File: src/sv/bfbrp_pkg.sv
// bfbrp_pkg: shared types and constants of the buffer recycle pool.
// Used by bfbrp_ram and best_fit_buffer_recycle_pool; no dependencies.
package bfbrp_pkg;

  localparam int POOL_DEPTH = 8;
  localparam int IDX_W      = (POOL_DEPTH > 1) ? $clog2(POOL_DEPTH) : 1;
  localparam int CNT_W      = $clog2(POOL_DEPTH + 1);

  localparam int HANDLE_W    = 16;
  localparam int SIZE_W      = 32;
  localparam int PC_W        = 4;
  localparam int IN_TDATA_W  = 80;
  localparam int OUT_TDATA_W = 72;
  localparam int OUT_TUSER_W = 2;

  localparam logic OP_ALLOC   = 1'b0;
  localparam logic OP_RELEASE = 1'b1;

  typedef logic [IDX_W-1:0] slot_t;
  typedef logic [CNT_W-1:0] cnt_t;

  typedef struct packed {
    logic [HANDLE_W-1:0] handle;
    logic [SIZE_W-1:0]   size;
  } entry_t;

  typedef struct packed {
    logic   we;
    slot_t  waddr;
    entry_t wdata;
  } ram_wr_t;

  typedef struct packed {
    logic  re;
    slot_t raddr;
  } ram_rd_t;

endpackage

File: src/sv/bfbrp_ram.sv
// bfbrp_ram: entry store of the pool, one write and one read port,
// registered read data. Depends on bfbrp_pkg.
module bfbrp_ram (
  input  logic                clk,
  input  bfbrp_pkg::ram_wr_t  wr,
  input  bfbrp_pkg::ram_rd_t  rd,
  output bfbrp_pkg::entry_t   rdata
);

  bfbrp_pkg::entry_t mem [bfbrp_pkg::POOL_DEPTH];
  bfbrp_pkg::entry_t rdata_r;

  always_ff @(posedge clk) begin
    if (wr.we) begin
      mem[wr.waddr] <= wr.wdata;
    end
    if (rd.re) begin
      rdata_r <= mem[rd.raddr];
    end
  end

  assign rdata = rdata_r;

endmodule

File: src/sv/best_fit_buffer_recycle_pool.sv
// best_fit_buffer_recycle_pool: best-fit free list with oldest-first eviction.
// Depends on bfbrp_pkg and bfbrp_ram.
// Release: IDLE, then FIN loads the output; into a full pool REL_EV (eviction) comes between.
// Allocation: a scan (one entry read a cycle from the entry RAM), then on a hit
// a compaction that moves each later entry one position forward to close the gap.
// One item at a time; the next item is taken while a result waits in the
// output register. Reset (rst_n low, synchronous) empties the pool; the
// entry RAM itself is not cleared and needs no pass.
module best_fit_buffer_recycle_pool (
  input  logic                                 clk,
  input  logic                                 rst_n,
  input  logic                                 in_tvalid,
  output logic                                 in_tready,
  // [31:0] request_size, [47:32] returned_handle, [79:48] returned_size
  input  logic [bfbrp_pkg::IN_TDATA_W-1:0]     in_tdata,
  // [0] operation
  input  logic                                 in_tuser,
  output logic                                 out_tvalid,
  input  logic                                 out_tready,
  // [15:0] given_handle, [47:16] given_size, [63:48] evicted_handle,
  // [67:64] pool_count, [71:68] zero
  output logic [bfbrp_pkg::OUT_TDATA_W-1:0]    out_tdata,
  // [0] found, [1] evicted
  output logic [bfbrp_pkg::OUT_TUSER_W-1:0]    out_tuser
);

  typedef enum logic [2:0] {
    ST_IDLE,
    ST_REL_EV,
    ST_SCAN,
    ST_COMP,
    ST_FIN
  } state_t;

  state_t state_r;

  // ring position state
  bfbrp_pkg::slot_t front_r;
  bfbrp_pkg::cnt_t  count_r;

  // latched request
  logic [bfbrp_pkg::SIZE_W-1:0]   req_r;
  logic [bfbrp_pkg::HANDLE_W-1:0] rh_r;
  logic [bfbrp_pkg::SIZE_W-1:0]   rs_r;

  // scan / compaction pointers
  bfbrp_pkg::cnt_t rd_pos_r;   // next position to read
  bfbrp_pkg::cnt_t cmp_pos_r;  // position of data now on rdata (scan)
  bfbrp_pkg::cnt_t wr_pos_r;   // next position to fill (compaction)
  logic            pend_r;     // rdata holds a fresh read

  // best candidate so far
  logic                           have_r;
  bfbrp_pkg::cnt_t                best_pos_r;
  logic [bfbrp_pkg::HANDLE_W-1:0] best_handle_r;
  logic [bfbrp_pkg::SIZE_W-1:0]   best_size_r;

  // result fields
  logic                           res_found_r;
  logic [bfbrp_pkg::HANDLE_W-1:0] res_handle_r;
  logic [bfbrp_pkg::SIZE_W-1:0]   res_size_r;
  logic                           res_ev_r;
  logic [bfbrp_pkg::HANDLE_W-1:0] res_evh_r;

  // output register
  logic                                out_valid_r;
  logic [bfbrp_pkg::OUT_TDATA_W-1:0]   out_tdata_r;
  logic [bfbrp_pkg::OUT_TUSER_W-1:0]   out_tuser_r;

  bfbrp_pkg::ram_wr_t mem_wr;
  bfbrp_pkg::ram_rd_t mem_rd;
  bfbrp_pkg::entry_t  mem_rdata;

  // input fields
  logic                           in_op;
  logic [bfbrp_pkg::SIZE_W-1:0]   in_req;
  logic [bfbrp_pkg::HANDLE_W-1:0] in_rh;
  logic [bfbrp_pkg::SIZE_W-1:0]   in_rs;
  logic                           in_acc;

  assign in_op  = in_tuser;
  assign in_req = in_tdata[31:0];
  assign in_rh  = in_tdata[47:32];
  assign in_rs  = in_tdata[79:48];

  assign in_tready = (state_r == ST_IDLE);
  assign in_acc    = in_tvalid && in_tready;

  // ring slot of position pos: front + pos, wrapped once
  function automatic bfbrp_pkg::slot_t slot_of(bfbrp_pkg::slot_t front,
                                               bfbrp_pkg::cnt_t pos);
    logic [bfbrp_pkg::CNT_W:0] sum;
    sum = (bfbrp_pkg::CNT_W+1)'(front) + (bfbrp_pkg::CNT_W+1)'(pos);
    if (sum >= (bfbrp_pkg::CNT_W+1)'(bfbrp_pkg::POOL_DEPTH)) begin
      sum = sum - (bfbrp_pkg::CNT_W+1)'(bfbrp_pkg::POOL_DEPTH);
    end
    return bfbrp_pkg::slot_t'(sum);
  endfunction

  bfbrp_pkg::slot_t new_front;
  logic             pool_full;
  logic             rd_more;
  logic             scan_exact;
  logic             scan_fit;
  logic             scan_better;
  logic             out_free;

  // pushing goes one slot back; when full that is also the oldest slot
  assign new_front = (front_r == '0) ? bfbrp_pkg::slot_t'(bfbrp_pkg::POOL_DEPTH - 1)
                                     : front_r - 1'b1;
  assign pool_full = (count_r == bfbrp_pkg::cnt_t'(bfbrp_pkg::POOL_DEPTH));
  assign rd_more   = (rd_pos_r < count_r);

  assign scan_exact  = pend_r && (mem_rdata.size == req_r);
  assign scan_fit    = pend_r && (mem_rdata.size > req_r) &&
                       (req_r > (mem_rdata.size >> 1));
  assign scan_better = scan_fit && (!have_r || (best_size_r > mem_rdata.size));
  assign out_free    = !out_valid_r || out_tready;

  // RAM port control
  always_comb begin
    mem_wr = '0;
    mem_rd = '0;
    unique case (state_r)
      ST_IDLE: begin
        if (in_acc && (in_op == bfbrp_pkg::OP_RELEASE) && (in_rh != '0)) begin
          if (pool_full) begin
            // fetch the oldest entry for the eviction report
            mem_rd.re    = 1'b1;
            mem_rd.raddr = new_front;
          end else begin
            mem_wr.we          = 1'b1;
            mem_wr.waddr       = new_front;
            mem_wr.wdata.handle = in_rh;
            mem_wr.wdata.size   = in_rs;
          end
        end
      end
      ST_REL_EV: begin
        mem_wr.we           = 1'b1;
        mem_wr.waddr        = new_front;
        mem_wr.wdata.handle = rh_r;
        mem_wr.wdata.size   = rs_r;
      end
      ST_SCAN: begin
        mem_rd.re    = !scan_exact && rd_more;
        mem_rd.raddr = slot_of(front_r, rd_pos_r);
      end
      ST_COMP: begin
        // move position k+1 into position k, one read ahead of the write
        mem_rd.re    = rd_more;
        mem_rd.raddr = slot_of(front_r, rd_pos_r);
        mem_wr.we    = pend_r;
        mem_wr.waddr = slot_of(front_r, wr_pos_r);
        mem_wr.wdata = mem_rdata;
      end
      ST_FIN: begin
      end
      default: begin
      end
    endcase
  end

  bfbrp_ram u_ram (
    .clk   (clk),
    .wr    (mem_wr),
    .rd    (mem_rd),
    .rdata (mem_rdata)
  );

  always_ff @(posedge clk) begin
    if (!rst_n) begin
      state_r     <= ST_IDLE;
      front_r     <= '0;
      count_r     <= '0;
      pend_r      <= 1'b0;
      have_r      <= 1'b0;
      out_valid_r <= 1'b0;
    end else begin
      // in FIN the register is reloaded instead
      if (out_valid_r && out_tready && (state_r != ST_FIN)) begin
        out_valid_r <= 1'b0;
      end

      unique case (state_r)
        ST_IDLE: begin
          if (in_acc) begin
            req_r        <= in_req;
            rh_r         <= in_rh;
            rs_r         <= in_rs;
            res_found_r  <= 1'b0;
            res_handle_r <= '0;
            res_size_r   <= '0;
            res_ev_r     <= 1'b0;
            res_evh_r    <= '0;
            have_r       <= 1'b0;
            pend_r       <= 1'b0;
            rd_pos_r     <= '0;
            if (in_op == bfbrp_pkg::OP_RELEASE) begin
              if (in_rh == '0) begin
                state_r <= ST_FIN;
              end else if (pool_full) begin
                state_r <= ST_REL_EV;
              end else begin
                front_r <= new_front;
                count_r <= count_r + 1'b1;
                state_r <= ST_FIN;
              end
            end else if (count_r == '0) begin
              state_r <= ST_FIN;
            end else begin
              state_r <= ST_SCAN;
            end
          end
        end

        ST_REL_EV: begin
          // count stays at full: one out, one in
          res_ev_r  <= 1'b1;
          res_evh_r <= mem_rdata.handle;
          front_r   <= new_front;
          state_r   <= ST_FIN;
        end

        ST_SCAN: begin
          if (scan_exact) begin
            res_found_r  <= 1'b1;
            res_handle_r <= mem_rdata.handle;
            res_size_r   <= mem_rdata.size;
            rd_pos_r     <= cmp_pos_r + 1'b1;
            wr_pos_r     <= cmp_pos_r;
            pend_r       <= 1'b0;
            state_r      <= ST_COMP;
          end else begin
            if (scan_better) begin
              have_r        <= 1'b1;
              best_pos_r    <= cmp_pos_r;
              best_handle_r <= mem_rdata.handle;
              best_size_r   <= mem_rdata.size;
            end
            pend_r    <= rd_more;
            cmp_pos_r <= rd_pos_r;
            if (rd_more) begin
              rd_pos_r <= rd_pos_r + 1'b1;
            end else if (!pend_r) begin
              if (have_r) begin
                res_found_r  <= 1'b1;
                res_handle_r <= best_handle_r;
                res_size_r   <= best_size_r;
                rd_pos_r     <= best_pos_r + 1'b1;
                wr_pos_r     <= best_pos_r;
                state_r      <= ST_COMP;
              end else begin
                state_r <= ST_FIN;  // miss, pool untouched
              end
            end
          end
        end

        ST_COMP: begin
          if (pend_r) begin
            wr_pos_r <= wr_pos_r + 1'b1;
          end
          if (rd_more) begin
            rd_pos_r <= rd_pos_r + 1'b1;
          end
          pend_r <= rd_more;
          if (!pend_r && !rd_more) begin
            count_r <= count_r - 1'b1;
            state_r <= ST_FIN;
          end
        end

        ST_FIN: begin
          if (out_free) begin
            out_valid_r <= 1'b1;
            out_tuser_r <= {res_ev_r, res_found_r};
            out_tdata_r <= {4'b0000, bfbrp_pkg::PC_W'(count_r), res_evh_r,
                            res_size_r, res_handle_r};
            state_r     <= ST_IDLE;
          end
        end

        default: begin
          state_r <= ST_IDLE;
        end
      endcase
    end
  end

  assign out_tvalid = out_valid_r;
  assign out_tdata  = out_tdata_r;
  assign out_tuser  = out_tuser_r;

  // pool never holds more than its depth, front stays inside the ring
  a_count_bound: assert property (@(posedge clk) disable iff (!rst_n)
    count_r <= bfbrp_pkg::cnt_t'(bfbrp_pkg::POOL_DEPTH))
    else $error("pool count above depth");

  a_front_bound: assert property (@(posedge clk) disable iff (!rst_n)
    front_r <= bfbrp_pkg::slot_t'(bfbrp_pkg::POOL_DEPTH - 1))
    else $error("ring front out of range");

  // a release into a pool with room grows it by one
  a_release_grows: assert property (@(posedge clk) disable iff (!rst_n)
    in_acc && (in_op == bfbrp_pkg::OP_RELEASE) && (in_rh != '0) && !pool_full
    |=> count_r == $past(count_r) + 1'b1)
    else $error("release did not add an entry");

  // the scan only reads; the entry store is not written meanwhile
  a_scan_no_write: assert property (@(posedge clk) disable iff (!rst_n)
    (state_r == ST_SCAN) |-> !mem_wr.we)
    else $error("entry write during scan");

  // a removal ends with one entry less
  a_comp_shrinks: assert property (@(posedge clk) disable iff (!rst_n)
    (state_r == ST_COMP) && !pend_r && !rd_more
    |=> count_r == $past(count_r) - 1'b1)
    else $error("removal did not drop an entry");

endmodule
File: config.mk
export PLATFORM = sky130hd
export DESIGN_NAME = best_fit_buffer_recycle_pool
export DESIGN_NICKNAME = d
export VERILOG_FILES = /design/src/sv/bfbrp_pkg.sv /design/src/sv/bfbrp_ram.sv /design/src/sv/best_fit_buffer_recycle_pool.sv
export SDC_FILE = /design/constraint.sdc
export NUM_CORES = 1
export LEC_CHECK = 0
export ABC_CLOCK_PERIOD_IN_PS = 21600
export BUFFER_PORTS_ARGS = -buffer_cell sky130_fd_sc_hd__buf_2
export CAP_MARGIN = 20
export CELL_PAD_IN_SITES_DETAIL_PLACEMENT = 1
export CELL_PAD_IN_SITES_GLOBAL_PLACEMENT = 2
export CORE_MARGIN = 3
export CORE_UTILIZATION = 30
export CTS_CLUSTER_DIAMETER = 30
export CTS_CLUSTER_SIZE = 40
export DETAILED_ROUTE_END_ITERATION = 8
export HOLD_SLACK_MARGIN = 0.1
export PLACE_DENSITY_LB_ADDON = 0.2
export REMOVE_ABC_BUFFERS = 1
export SYNTH_ARGS = -nofsm -noshare
export SYNTH_HDL_FRONTEND = slang
export SYNTH_SLANG_ARGS = --single-unit
File: constraint.sdc
create_clock -name clk -period 21.6 [get_ports clk]
set_input_delay 1.08 -clock clk [delete_from_list [all_inputs] [get_ports clk]]
set_output_delay 1.08 -clock clk [all_outputs]
set_load 0.01 [all_outputs]
**Word-level counts from Yosys, hierarchy flattened**

Memory sizes are Yosys's and may differ from the RTL's. A register that Yosys moved wholly into a read port is not among the register bits.
Cells that the tools add are included.

- Flip-flop bits (word level): 293
- RAM bits: 384
- Bits of input ports: 85
- Output and inout bits: 76
- Logic and storage cells: 179
- Memories kept: 1

Memory list:

| memory | words | width | rd ports | clocked after memory_dff | write ports | line | RTL |
|---|---|---|---|---|---|---|---|
| u_ram.mem | 8 | 48 | 1 | 1 | 1 | bfbrp_ram.sv:10 | `bfbrp_pkg::entry_t mem [bfbrp_pkg::POOL_DEPTH];` |

- Add/subtract/negate cells: 11
- Magnitude comparators: 6
- Equality and inequality tests: 22
- Mux-type cells: 75
- Bitwise gates (word level): 1
- Reduce and logical (&&, ||, !) cells: 41

Operators with widths:

| operator | count |
|---|---|
| 32-bit two-way mux | 5 |
| 52-bit one-hot mux with 3 select lines | 1 |
| 52-bit two-way mux | 2 |
| 16-bit two-way mux | 5 |
| 4-bit two-way mux | 18 |
| 32-bit greater-than comparator | 2 |
| 16-bit one-hot mux with 2 select lines | 2 |
| 32-bit one-hot mux with 2 select lines | 1 |
| 3-bit two-way mux | 18 |
| 32-bit == test | 1 |
| 32-bit by 31-bit greater-than comparator with 1-bit output | 1 |
| 4-bit one-hot mux with 3 select lines | 2 |
| 6-bit AND reduction | 4 |
| 4-bit by 1-bit adder with 4-bit output, second input constant | 5 |
| 16-bit logical NOT | 1 |
| 2-bit != test, second input constant | 8 |
| 4-bit one-hot mux with 2 select lines | 2 |
| 16-bit nonzero test | 1 |
| 3-bit one-hot mux with 5 select lines | 1 |
| 1-bit two-way mux | 13 |
| 3-bit != test, second input constant | 4 |
| 3-bit AND reduction | 4 |
| 1-bit logical AND | 11 |
| 3-bit by 4-bit adder with 5-bit output | 2 |
| 23 further kinds | 42 |

**Longest topological paths before layout**

Gate-level depths: netlist of the first run.

- Depth after elaboration: 8
- Mapped depth: 10
- Mapped depth without buffers: 9

**Hierarchy**

From an unflattened synthesis of the first run, not the netlist that was laid out.

- Cell total of the unflattened synthesis: 1704
- Area total of the unflattened synthesis: 29891.2 um^2

Modules (own cells, without submodules):

| module | times used | cells each | area each (um^2) | seq. area each (um^2) |
|---|---|---|---|---|
| bfbrp_ram | 1 | 616 | 16100.4 | 12972.4 |
| best_fit_buffer_recycle_pool | 1 | 1088 | 13790.7 | 8638.3 |

**Least setup slack after synthesis of the first run**

Ideal clock, no wire load.

- Path type: flip-flop to flip-flop
- From: register, netlist name u_ram.rdata[1]
- To: register best_handle_r[0] (netlist name), enable pin
- Setup time: 591 ps
- Arrival time: 6790 ps
- Data required time: 21009 ps
- Setup slack: 14219 ps
- Stages on the path, launching flop included: 8
- Buffers on the path: 0
- Clock period less this slack: 7381 ps
- Path through: edfxtp_1 -> ha_1 -> nor2b_1 -> o211ai_1 -> a2111oi_0 -> o41ai_1 -> a211o_1 -> nor4_1

- Cells in the longest elaborated chain, start to end: 5
- Elaborated cells on any way between the ends: 11
- Classes of those cells: 3 x order compare; 1 x eq/ne; 1 x bitwise; 6 x reduce/logical

Ends and longest elaborated chain:

| element | line | RTL |
|---|---|---|
| 32-bit greater-than comparator | best_fit_buffer_recycle_pool.sv:115 | `assign scan_fit = pend_r && (mem_rdata.size > req_r) &&` |
| 1-bit logical AND (2 in a row) | best_fit_buffer_recycle_pool.sv:115 |  |
| 1-bit logical AND | best_fit_buffer_recycle_pool.sv:117 | `assign scan_better = scan_fit && (!have_r \|\| (best_size_r > mem_rdata.size));` |
| 4-bit AND reduction (no source line) (*) | -- |  |
| end signal, assigned | best_fit_buffer_recycle_pool.sv:238 | `best_handle_r <= mem_rdata.handle;` |
| end, declared | best_fit_buffer_recycle_pool.sv:55 | `logic [bfbrp_pkg::HANDLE_W-1:0] best_handle_r;` |

Mark *: on every way between the ends. The rest lies on a longest branch, timed or not.
A chain may end at the register's enable or synchronous reset.

**Worst setup path after layout of the first run**

- From: input in_tdata[43] (netlist name)
- To: register, netlist name u_ram.rdata[4]

- Cells in the longest elaborated chain, start to end: 4

Ends and longest elaborated chain:

| element | line | RTL |
|---|---|---|
| start, declared | best_fit_buffer_recycle_pool.sv:15 | `input logic [bfbrp_pkg::IN_TDATA_W-1:0] in_tdata,` |
| 16-bit nonzero test | best_fit_buffer_recycle_pool.sv:126 | `if (in_acc && (in_op == bfbrp_pkg::OP_RELEASE) && (in_rh != '0)) begin` |
| 1-bit logical AND | best_fit_buffer_recycle_pool.sv:126 |  |
| 4-bit two-way mux | best_fit_buffer_recycle_pool.sv:126 |  |
| 4-bit one-hot mux with 3 select lines | best_fit_buffer_recycle_pool.sv:124 | `unique case (state_r)` |

No other way between the ends.

==> summary.txt, run 1 <==
Cells and area
  • Ratio of cells with drive above 1 in the final layout: 0.303
  • Layout Nets: around 2,400
  • Fillers: around 10,000
  • Area Overhead vs Synth: 26.1%
  • Most frequent cells in the layout: 711 x edfxtp_1, 174 x clkbuf_16, 156 x buf_2
  • Commonest non-fill, non-tap cell in the layout: edfxtp_1

STA
  • Clock Skew: approximately 0.033 ns
  • Final hold vios: 0
  • Setup TNS: 0 ns
  • Rel. slew slack: 0.208
  • RSZ-0062 raised after global routing: false
  • Final Max Slew Viols: 0
  • Final Hold Slack: roughly 0.4 ns
  • Slew @ Worst Pin: roughly 1.2 ns
  • FMAX: 196 MHz
  • Final Cycle Share: 0.236
  • Final setup vio count: 0
  • Final critical-path required period: 5.11 ns

Power
  • Lkg Pwr: approximately 0.015 uW
  • Reg power frac: 0.366
  • Pwr Density: around 130 mW/mm2
  • Int Power: 3760 uW
  • NetSw: around 1400 uW
  • Sw Ratio: 0.269
  • Max IR drop VDD: 0.0000612 V
  • Part of the power in the clock network: 0.494
  • Comb pwr share: 0.141

Clock network
  • Deepest clock path buffer count: 3
  • CTS tree: built
  • Hold buffers post-CTS: 0
  • Htree depth: 4
  • Post-CTS Setup Bufs: 0
  • CTS clk-pin slew, worst paths: 0.05 ns
  • Clk_lat worst skew: ~0.75 ns
  • Clock sink total: 724
  • CTS buffer count: 170
  • Clk root buf: clkbuf_16
  • PostCTS Resize Cnt: 0

Worst setup path
  • Req. time, crit path: about 22 ns
  • Setup crit start kind: primary input
  • Crit-path cells: buf_2 > nor4_2 > a41oi_2 > a32oi_4 > buf_12 > buf_4 > mux2_2 > o22ai_2 > a211oi_1
  • CP max FO: approximately 160
  • Worst Path Arrival: between 5 and 6 ns
  • Setup CP Type: primary input to flip-flop
  • Slowest-stage cell, CP: buf_4
  • CP peak stage delay: between 0.9 and 1 ns
  • Critical Path End Type: flip-flop

Route
  • Via/cell ratio: between 4 and 5
  • Detailed-route via count: between 15,000 and 20,000
  • WL final: 89.0 mm
  • DR iter-0 viols: 1,260
  • # DRC: 0
  • Drt first pass iters: 7
  • Average wire per standard cell: ~24 um
  • Post-route ant nets: 0

Die
  • Area of the core: approximately 0.1 mm2
  • Initial core utilization: 0.303
  • IO Count: 161
  • Die ar.: approximately 0.11 mm2
  • Die width: about 330 um
  • Row Count: 117
  • Die Span Y: 327 um

Worst hold path
  • Min-delay worst type: flip-flop to flip-flop

Global routing
  • Gr usage total: 0.164
  • First-pass GRT wire length: 129 mm
  • Largest net degree at the start of global routing: roughly 160
  • Grt total ovfl: 0
  • Initial antenna violation count: 2
  • Vias in the first global route: about 19,000

Placement
  • HPWL Detailed: approximately 51 mm
  • IO buf count: 156
  • Final GP Congestion: ~0.73

Run status
  • Outcome: complete, no violations

Synth
  • Most used flip-flop cell after synthesis: edfxtp_1
  • Count of cell types in the netlist: 74
  • Post-synth EDFFs: just over 700
  • Mapped Area: between 0.03 and 0.04 mm2
  • Ys Warns: 0
  • Register area share after synthesis: 0.698
  • Mapped Cells: 1,922
  • Avg Cell Area, Syn: roughly 16 um2
  • Fraction of registers with async set/reset: 0
  • Flops & latches, synth: around 720

Flow run
  • Maxcap violations: 0
## cell usage after synthesis, types with 6 or more instances
| cell | instances | area [um2] |
|---|---|---|
| edfxtp_1 | 711 | 21400 |
| inv_1 | 128 | 480 |
| nand2_1 | 128 | 480 |
| ha_1 | 108 | 1350 |
| a21oi_1 | 96 | 480 |
| a211oi_2 | 70 | 876 |
| nor2b_1 | 57 | 357 |
| mux2i_1 | 54 | 541 |
| mux2_2 | 49 | 552 |
| a222oi_1 | 48 | 480 |
| mux2_4 | 47 | 706 |
| o22ai_2 | 47 | 588 |
| clkbuf_1 | 45 | 169 |
| nor2_1 | 32 | 120 |
| a211oi_1 | 31 | 233 |
| o21ai_0 | 23 | 115 |
| and2_1 | 21 | 131 |
| buf_6 | 19 | 214 |
| nand4_1 | 19 | 119 |
| nand3_1 | 17 | 85.1 |
| buf_2 | 16 | 80.1 |
| dfxtp_1 | 13 | 260 |
| buf_4 | 12 | 90.1 |
| nor4_1 | 9 | 56.3 |
| xnor2_1 | 9 | 78.8 |
| a21o_1 | 7 | 52.6 |
| and3_1 | 7 | 43.8 |
| nand2b_1 | 7 | 43.8 |
| nor3_1 | 7 | 35.0 |
| and4_1 | 6 | 52.6 |
## state kept, by name, indices dropped and copies added (netlist names), 16 cells and up
name           flops
res_evh_r         16
u_ram.mem        384
rh_r              16
out_tdata         68
res_size_r        32
u_ram.rdata       48
best_size_r       32
best_handle_r     16
req_r             32
res_handle_r      16
rs_r              32
## path summary, 6_finish.rpt
check | from | end | slack (ns) | cells past startpoint
max | in_tdata[43] | u_ram.rdata[4] | 16.49 | 9
max reg2reg | front_r[0] | u_ram.rdata[4] | 16.88 | 10
min reg2reg | res_handle_r[9] | out_tdata[9] | 0.41 | 0
min | res_handle_r[9] | out_tdata[9] | 0.41 | 0
## final cells by class
class,instances,area (um2),share of cell area
diodes,1,2.50,0.0000641
clock buffers,198,4440,0.114
clock inverters,117,1310,0.0336
inverters,130,488,0.0125
multi-input cells,978,8440,0.216
flip-flops and latches,724,21600,0.554
well taps,1368,1710,0.0438
repair buffers,188,1030,0.0265
## logic make-up (layout without fill, tap and decap cells)
| group | count (synthesis) | count (layout) | synth area share |
|---|---|---|---|
| adders and majority gates | 111 | 111 | 0.0456 |
| and+or+nand+nor | 330 | 330 | 0.0552 |
| AOI/OAI and AO/OA | 369 | 369 | 0.105 |
| other | 1 | 5 | 0.000121 |
| muxes | 150 | 150 | 0.0581 |
| buffers and inverters | 223 | 633 | 0.0337 |
| xor gates and xnor gates | 14 | 14 | 0.00396 |
| DFF | 724 | 724 | 0.698 |
## per-stage QoR
step,utilization,area (um2),cells,setup WS [ns],power (uW)
2_1_floorplan,-,30400,1832,13.64,2360
3_3_place_gp,0.326,33300,3388,15.76,2630
3_5_place_dp,0.326,33300,3388,15.68,2650
4_1_cts,0.383,39000,3703,16.47,5220
5_1_grt,0.383,39000,3703,16.27,5360
6_report,0.383,39000,3704,16.49,5150
## critical path: cells and delay by family
family                 cells  cell delay, ns
AOI/OAI and AO/OA          4            1.43
and+or+nand+nor            1            0.57
muxes                      1            0.43
buffers and inverters      3            1.77
## metal layers
metal / track usage / wire length, um / up-vias
met5: 0 / 0 / -
met4: 0.0526 / 1810 / 0
met3: 0.0361 / 4110 / 133
met2: 0.265 / 42000 / 431
met1: 0.220 / 41100 / 9347
li1: - / - / 8083
## power groups by stage
| stage | registers [uW] | clock network [uW] | logic [uW] |
|---|---|---|---|
| CTS | 1880 | 2590 | 745 |
| detailed placement | 1910 | 0 | 741 |
| finish | 1880 | 2540 | 724 |
| floorplan | 1890 | 0 | 468 |
| global placement | 1900 | 0 | 724 |
| global route | 1900 | 2670 | 797 |
Note: power is estimated with default switching activity, not from simulation.
==> run 2: changes to the inputs <==
--- a/config.mk
+++ b/config.mk
@@ -5,7 +5,7 @@
 export SDC_FILE = /design/constraint.sdc
 export NUM_CORES = 1
 export LEC_CHECK = 0
-export ABC_CLOCK_PERIOD_IN_PS = 21600
+export ABC_CLOCK_PERIOD_IN_PS = 4900
 export BUFFER_PORTS_ARGS = -buffer_cell sky130_fd_sc_hd__buf_2
 export CAP_MARGIN = 20
 export CELL_PAD_IN_SITES_DETAIL_PLACEMENT = 1
==> constraint.sdc (replaced) <==
create_clock -name clk -period 4.9 [get_ports clk]
set_input_delay 0.245 -clock clk [delete_from_list [all_inputs] [get_ports clk]]
set_output_delay 0.245 -clock clk [all_outputs]
set_load 0.01 [all_outputs]
==> run 2 against run 1 <==
Critical path depth shrank 4; combinational power grew to 4.7 times the previous value; flip-flop and latch count unchanged; final cell count increased by 2.7%; clock-buffer cell count decreased by 1; worst setup slack lost 15 ns; register-to-register slack got worse by 16 ns; worst hold slack got worse by 0.18 ns; sequential power grew to 4.4 times the previous value; power rose to 4.4 times the previous value; via count grew 2.7%; clock skew up 0.013 ns; largest cell class unchanged.
==> summary.txt, run 2 (synthesized netlist as in run 1, its figures left out) <==
Route
  • Via/cell ratio: between 4 and 5
  • Detailed-route via count: between 15,000 and 20,000
  • Drt first pass iters: 9
  • Post-route ant nets: 0
  • WL final: 90.3 mm
  • # DRC: 0
  • Average wire per standard cell: ~24 um
  • DR iter-0 viols: around 1,300

Cells and area
  • Max reg flops: between 300 and 400
  • ANT cells: 0
  • Fillers: just over 10,000
  • Top reg by flops: u_ram.mem
  • Most frequent cells in the layout: 711 x edfxtp_1, 175 x clkbuf_16, 156 x buf_2
  • Ratio of cells with drive above 1 in the final layout: 0.293
  • Footprint of the multi-input gates: 0.00844 mm2
  • Commonest non-fill, non-tap cell in the layout: edfxtp_1
  • Reg area: 0.0216 mm2
  • Layout Nets: between 2,000 and 2,500
  • Area Overhead vs Synth: 29.4%

Placement
  • IO buf count: between 150 and 200
  • Final GP Congestion: between 0.7 and 0.8
  • HPWL Detailed: roughly 55 mm
  • Place WS: ~1.1 ns

STA
  • RSZ-0062 raised after global routing: false
  • Final WS setup: between 1 and 1.5 ns
  • Final Hold Slack: ~0.22 ns
  • Final hold vios: 0
  • Setup TNS: 0 ns
  • Final critical-path required period: between 3 and 4 ns
  • Final setup vio count: 0
  • Final Cycle Share: 0.744
  • Rel. slew slack: 0.259
  • Final Max Slew Viols: 0
  • Clock Skew: roughly 0.046 ns
  • FMAX: 274 MHz
  • Slew @ Worst Pin: ~1.1 ns

Worst setup path
  • FF-to-FF setup slack: 1.25 ns
  • Setup CP Type: flip-flop to flip-flop
  • Setup crit start kind: flip-flop
  • CP Launch Point: state_r[0]
  • CP max FO: 30
  • Worst r2r dst: u_ram.mem[5][4]
  • Worst reg2reg startpoint: state_r[0]
  • CP endpoint: u_ram.mem[5][4]
  • Worst Path Arrival: 4.03 ns
  • Req. time, crit path: approximately 5.3 ns
  • Number of cells on the worst reg-to-reg path: 5
  • Critical Path End Type: flip-flop

Power
  • Lkg Pwr: around 0.015 uW
  • Pwr Density: ~560 mW/mm2
  • Max IR drop VDD: 0.000260 V

Clock network
  • CTS clk-pin slew, worst paths: approximately 0.05 ns
  • Clk_lat worst skew: 0.75 ns
  • Clk root buf: clkbuf_16
  • CTS tree: built
  • Clock sink total: 724
  • CTS buffer count: 171
  • Deepest clock path buffer count: 3
  • Htree depth: 4

Die
  • Initial core utilization: 0.303
  • Row Count: approximately 120
  • Die ar.: 0.107 mm2
  • Die Span Y: roughly 330 um
  • Die width: between 300 and 400 um
  • Area of the core: 0.102 mm2
  • IO Count: between 150 and 200

Global routing
  • Gr usage total: 0.168
  • Initial antenna violation count: 2
  • Largest net degree at the start of global routing: 57
  • Grt total ovfl: 0
  • Vias in the first global route: around 20,000
  • First-pass GRT wire length: approximately 130 mm

Worst hold path
  • Min-delay worst type: primary input to flip-flop
  • HP Start: in_tdata[20]

Flow run
  • Maxcap violations: 0

Run status
  • Outcome: complete, no violations
[run 2: changes by cell type in the layout (fill, tap and decap cells not counted), sizes merged]
cell         change
clkinvlp         -8
dlygate4sd3     +87
bufinv           -5
inv              -4
clkinv          +13
buf             +19
clkbuf           -1
diode            -1
[run 2: final cells by class]
type | instances | area share
Multi-Input combinational cell | 978 | 0.211
Timing Repair Buffer | 294 | 0.0548
Clock inverter | 113 | 0.0286
Sequential cell | 724 | 0.539
Inverter | 130 | 0.0122
Tap cell | 1368 | 0.0427
Clock buffer | 197 | 0.111
[run 2: worst max-delay path, cell delays in order, from the launching register on]
cell,delay [ns]
dfxtp_1,0.53
nand3b_1,0.46
inv_2,0.67
a32oi_1,0.51
nor2_4,0.64
buf_4,0.46
[run 2: worst min path at each step]
stage | to | slack, ns | cells after the start
final | req_r[20] | 0.22 | 2
after global routing | req_r[20] | 0.19 | 2
after CTS | req_r[23] | 0.16 | 2
after detailed placement | out_tdata[55] | 0.41 | 0
after global placement | out_tdata[55] | 0.41 | 0
after floorplan | req_r[0] | 0.34 | 0
[run 2: routing by layer]
metal | share of wire | routed length (um) | GRT usage
met5 | 0 | 0 | 0
met4 | 0.024 | 2150 | 0.0578
met3 | 0.047 | 4220 | 0.0330
met2 | 0.46 | 41600 | 0.267
met1 | 0.47 | 42300 | 0.232
[run 2: report_power, final]
part	internal [uW]	leakage, uW	switching [uW]	total (uW)
Sequential	7950	0.00667	311	8260
Clock	7360	0.00272	3510	10900
Combinational	1120	0.00567	2250	3370
Total	16400	0.0151	6070	22500
[run 2: repair_timing]
item / 4_1_cts / 5_1_grt
hold endpoints to repair: 476 / 0
hold buffers: 87 / 0
buffers inserted: 0 / 0
gates resized for setup: 0 / 0
[run 2: per-stage QoR]
stage          utilization  std cells  total power (uW)  area, um2
5_1_grt              0.393       3804             23500      40100
2_1_floorplan            -       1832             10400      30400
3_3_place_gp         0.329       3407             11600      33600
6_report             0.393       3804             22500      40100
4_1_cts              0.393       3804             22800      40100
3_5_place_dp         0.329       3407             11700      33600
==> run 3: changes to the inputs <==
--- a/config.mk
+++ b/config.mk
@@ -5,7 +5,8 @@
 export SDC_FILE = /design/constraint.sdc
 export NUM_CORES = 1
 export LEC_CHECK = 0
-export ABC_CLOCK_PERIOD_IN_PS = 4900
+export ABC_AREA = 1
+export ABC_CLOCK_PERIOD_IN_PS = 3800
 export BUFFER_PORTS_ARGS = -buffer_cell sky130_fd_sc_hd__buf_2
 export CAP_MARGIN = 20
 export CELL_PAD_IN_SITES_DETAIL_PLACEMENT = 1
==> constraint.sdc (replaced) <==
create_clock -name clk -period 3.8 [get_ports clk]
set_input_delay 0.19 -clock clk [delete_from_list [all_inputs] [get_ports clk]]
set_output_delay 0.19 -clock clk [all_outputs]
set_load 0.01 [all_outputs]
==> run 3 against run 2 <==
Wire length rose by 11%; critical path type unchanged; clock power rose by 25%; area after synthesis grew 0.38%; sequential share of layout area fell by 0.082 points; die area increased by 0.37%; clock-buffer cell count down 6; clock skew fell by 0.010 ns; critical path depth up 7; via count grew 17%; largest cell class unchanged.
==> summary.txt, run 3 <==
Worst setup path
  • Slowest-stage cell, CP: edfxtp_1
  • Critical path buffer and inverter count: 2
  • Cell family with the largest share of critical-path delay: simple AND/OR/NAND/NOR gates
  • Setup CP Type: flip-flop to flip-flop
  • CP max FO: 41
  • Top cell by count, worst path: nand2_1
  • CP peak stage delay: between 0.4 and 0.5 ns
  • Critical Path End Type: flip-flop
  • Req. time, crit path: between 4 and 5 ns
  • Worst Path Arrival: ~3.7 ns
  • Setup crit start kind: flip-flop
  • Crit-path cells: ha_1 > nand2_1 > nor2_1 > nand2_1 > nor2_1 > nand3_1 > nand2_1 > inv_2 > nand2_1 > nand2_1 > nor4_2 > buf_12

Synth
  • Register area share after synthesis: 0.695
  • Synth area leader: edfxtp_1
  • Most common cell in the netlist: nand2_1
  • Post-synth EDFFs: approximately 710
  • Commonest cells post-synth: 768 x nand2_1, 711 x edfxtp_1, 156 x a21oi_1
  • Count of cell types in the netlist: 42
  • Area contributors post-synth: edfxtp_1 69%, nand2_1 9.3%, ha_1 4.3%
  • Most used flip-flop cell after synthesis: edfxtp_1
  • Post-synth top area share: 0.687
  • Mapped Area: 0.0311 mm2
  • Ys Warns: 0
  • Flops & latches, synth: around 720
  • Avg Cell Area, Syn: around 12 um2
  • Mapped Cells: between 2,000 and 3,000
  • Fraction of registers with async set/reset: 0

Power
  • Sw Ratio: 0.318
  • Reg power frac: 0.354
  • Part of the power in the clock network: 0.425
  • Pwr Total: between 30,000 and 40,000 uW
  • Comb pwr share: 0.221
  • Int Power: 21,800 uW
  • Pwr Density: about 800 mW/mm2
  • Max IR drop VDD: around 0.00037 V
  • NetSw: approximately 10,000 uW
  • Lkg Pwr: between 0.015 and 0.02 uW

Global routing
  • First-pass GRT wire length: 149 mm
  • Vias in the first global route: between 20,000 and 25,000
  • Grt total ovfl: 0
  • Gr usage total: 0.187
  • Largest net degree at the start of global routing: 141
  • Initial antenna violation count: 10

STA
  • RSZ-0062 raised after global routing: false
  • Slew @ Worst Pin: 0.928 ns
  • Final hold vios: 0
  • Final Cycle Share: 0.875
  • Rel. slew slack: 0.381
  • FMAX: ~300 MHz
  • Final setup vio count: 0
  • Final Hold Slack: between 0.15 and 0.2 ns
  • Clock Skew: ~0.036 ns
  • Final critical-path required period: about 3.3 ns
  • Final Max Slew Viols: 0

Route
  • Via/cell ratio: 4.84
  • WL final: 100 mm
  • Average wire per standard cell: about 22 um
  • Post-route ant nets: 0
  • # DRC: 0
  • Drt first pass iters: 4
  • Detailed-route via count: approximately 22,000
  • DR iter-0 viols: ~1,400

Cells and area
  • ANT cells: 0
  • Commonest non-fill, non-tap cell in the layout: nand2_1
  • Most frequent cells in the layout: 767 x nand2_1, 711 x edfxtp_1, 168 x clkbuf_16
  • Core Util, Final: 0.392
  • Area Overhead vs Synth: 29.1%
  • Post-route cell area: ~0.040 mm2
  • Top reg by flops: u_ram.mem
  • Layout Nets: between 3,000 and 4,000
  • Ratio of cells with drive above 1 in the final layout: 0.158
  • Max reg flops: approximately 380

Clock network
  • CTS clk-pin slew, worst paths: approximately 0.04 ns
  • Clk_lat worst skew: approximately 0.75 ns
  • Deepest clock path buffer count: 3
  • Htree depth: 4
  • Clk root buf: clkbuf_16
  • PostCTS Resize Cnt: 0
  • CTS buffer count: 168
  • Clock sink total: ~720
  • CTS tree: built

Die
  • Die ar.: roughly 0.11 mm2
  • Die width: roughly 330 um
  • Area of the core: approximately 0.10 mm2
  • IO Count: between 150 and 200
  • Row Count: ~120
  • Initial core utilization: 0.304
  • Die Span Y: about 330 um

Worst hold path
  • Min-delay worst type: primary input to flip-flop

Flow run
  • Maxcap violations: 0

Placement
  • Final GP Congestion: just under 0.8
  • Placed inst area: 0.0339 mm2
  • HPWL Detailed: approximately 61 mm
  • IO buf count: 156

Run status
  • Outcome: complete, no violations
-- run 3: cell types whose count changed in the layout (fill, tap and decap cells not counted), sizes merged, moves of 49 or more --
cell    previous run  this run
a211oi           101         0
a21oi             96       156
a22oi              0        49
mux2              96         0
mux2i             54         0
nand2            128       773
nand3             17       122
nor2              33        93
nor2b             57         0
o21ai             24       228
-- run 3: cells by family after synthesis --
logic type,Yosys count,synth area share
other,1,0.000121
adders and majority gates,111,0.0454
xor gates and xnor gates,12,0.00338
buffers and inverters,274,0.0364
and+or+nand+nor,1059,0.142
AOI/OAI and AO/OA,447,0.0768
DFF,724,0.695
-- run 3: worst paths after layout --
kind                   startpoint              to  slack, ns  depth (start not counted)
hold reg to reg    res_size_r[27]   out_tdata[43]       0.40                          0
setup reg to reg  u_ram.rdata[25]  res_size_r[12]       0.48                         12
hold / removal       in_tdata[12]       req_r[12]       0.18                          2
setup / recovery  u_ram.rdata[25]  res_size_r[12]       0.48                         12
-- run 3: layout make-up --
type,instances,area [um2]
clock buffers,191,4290
clock inverters,114,1120
well taps,1368,1710
flip-flops and latches,724,21600
repair buffers,301,2360
fillers,10800,62200
multi-input cells,1633,8480
inverters,145,547
-- run 3: what timing repair did --
item,in CTS,in global routing
hold buffers,85,0
hold endpoints to repair,478,0
buffers inserted,0,0
-- run 3: power groups by stage --
stage / combinational, uW / clock, uW / sequential [uW]
after floorplan: 3950 / 0 / 11300
after global placement: 6930 / 0 / 11400
after detailed placement: 7060 / 0 / 11500
after CTS: 7170 / 13800 / 11300
after global routing: 7950 / 14300 / 11400
final: 7060 / 13600 / 11300
-- run 3: layer usage --
metal	global-route usage	routed length (um)
met2	0.292	45200
met3	0.0371	4910
met4	0.0524	1940
met1	0.264	48200
met5	0	0
-- run 3: through the flow --
stage	cells	setup TNS, ns	worst slack, ns
after detailed placement	4086	0	0.504
after global routing	4476	0	0.102
after floorplan	2502	-1233.91	-3.71
after CTS	4476	0	0.475
after global placement	4086	0	0.527
final	4476	0	0.476
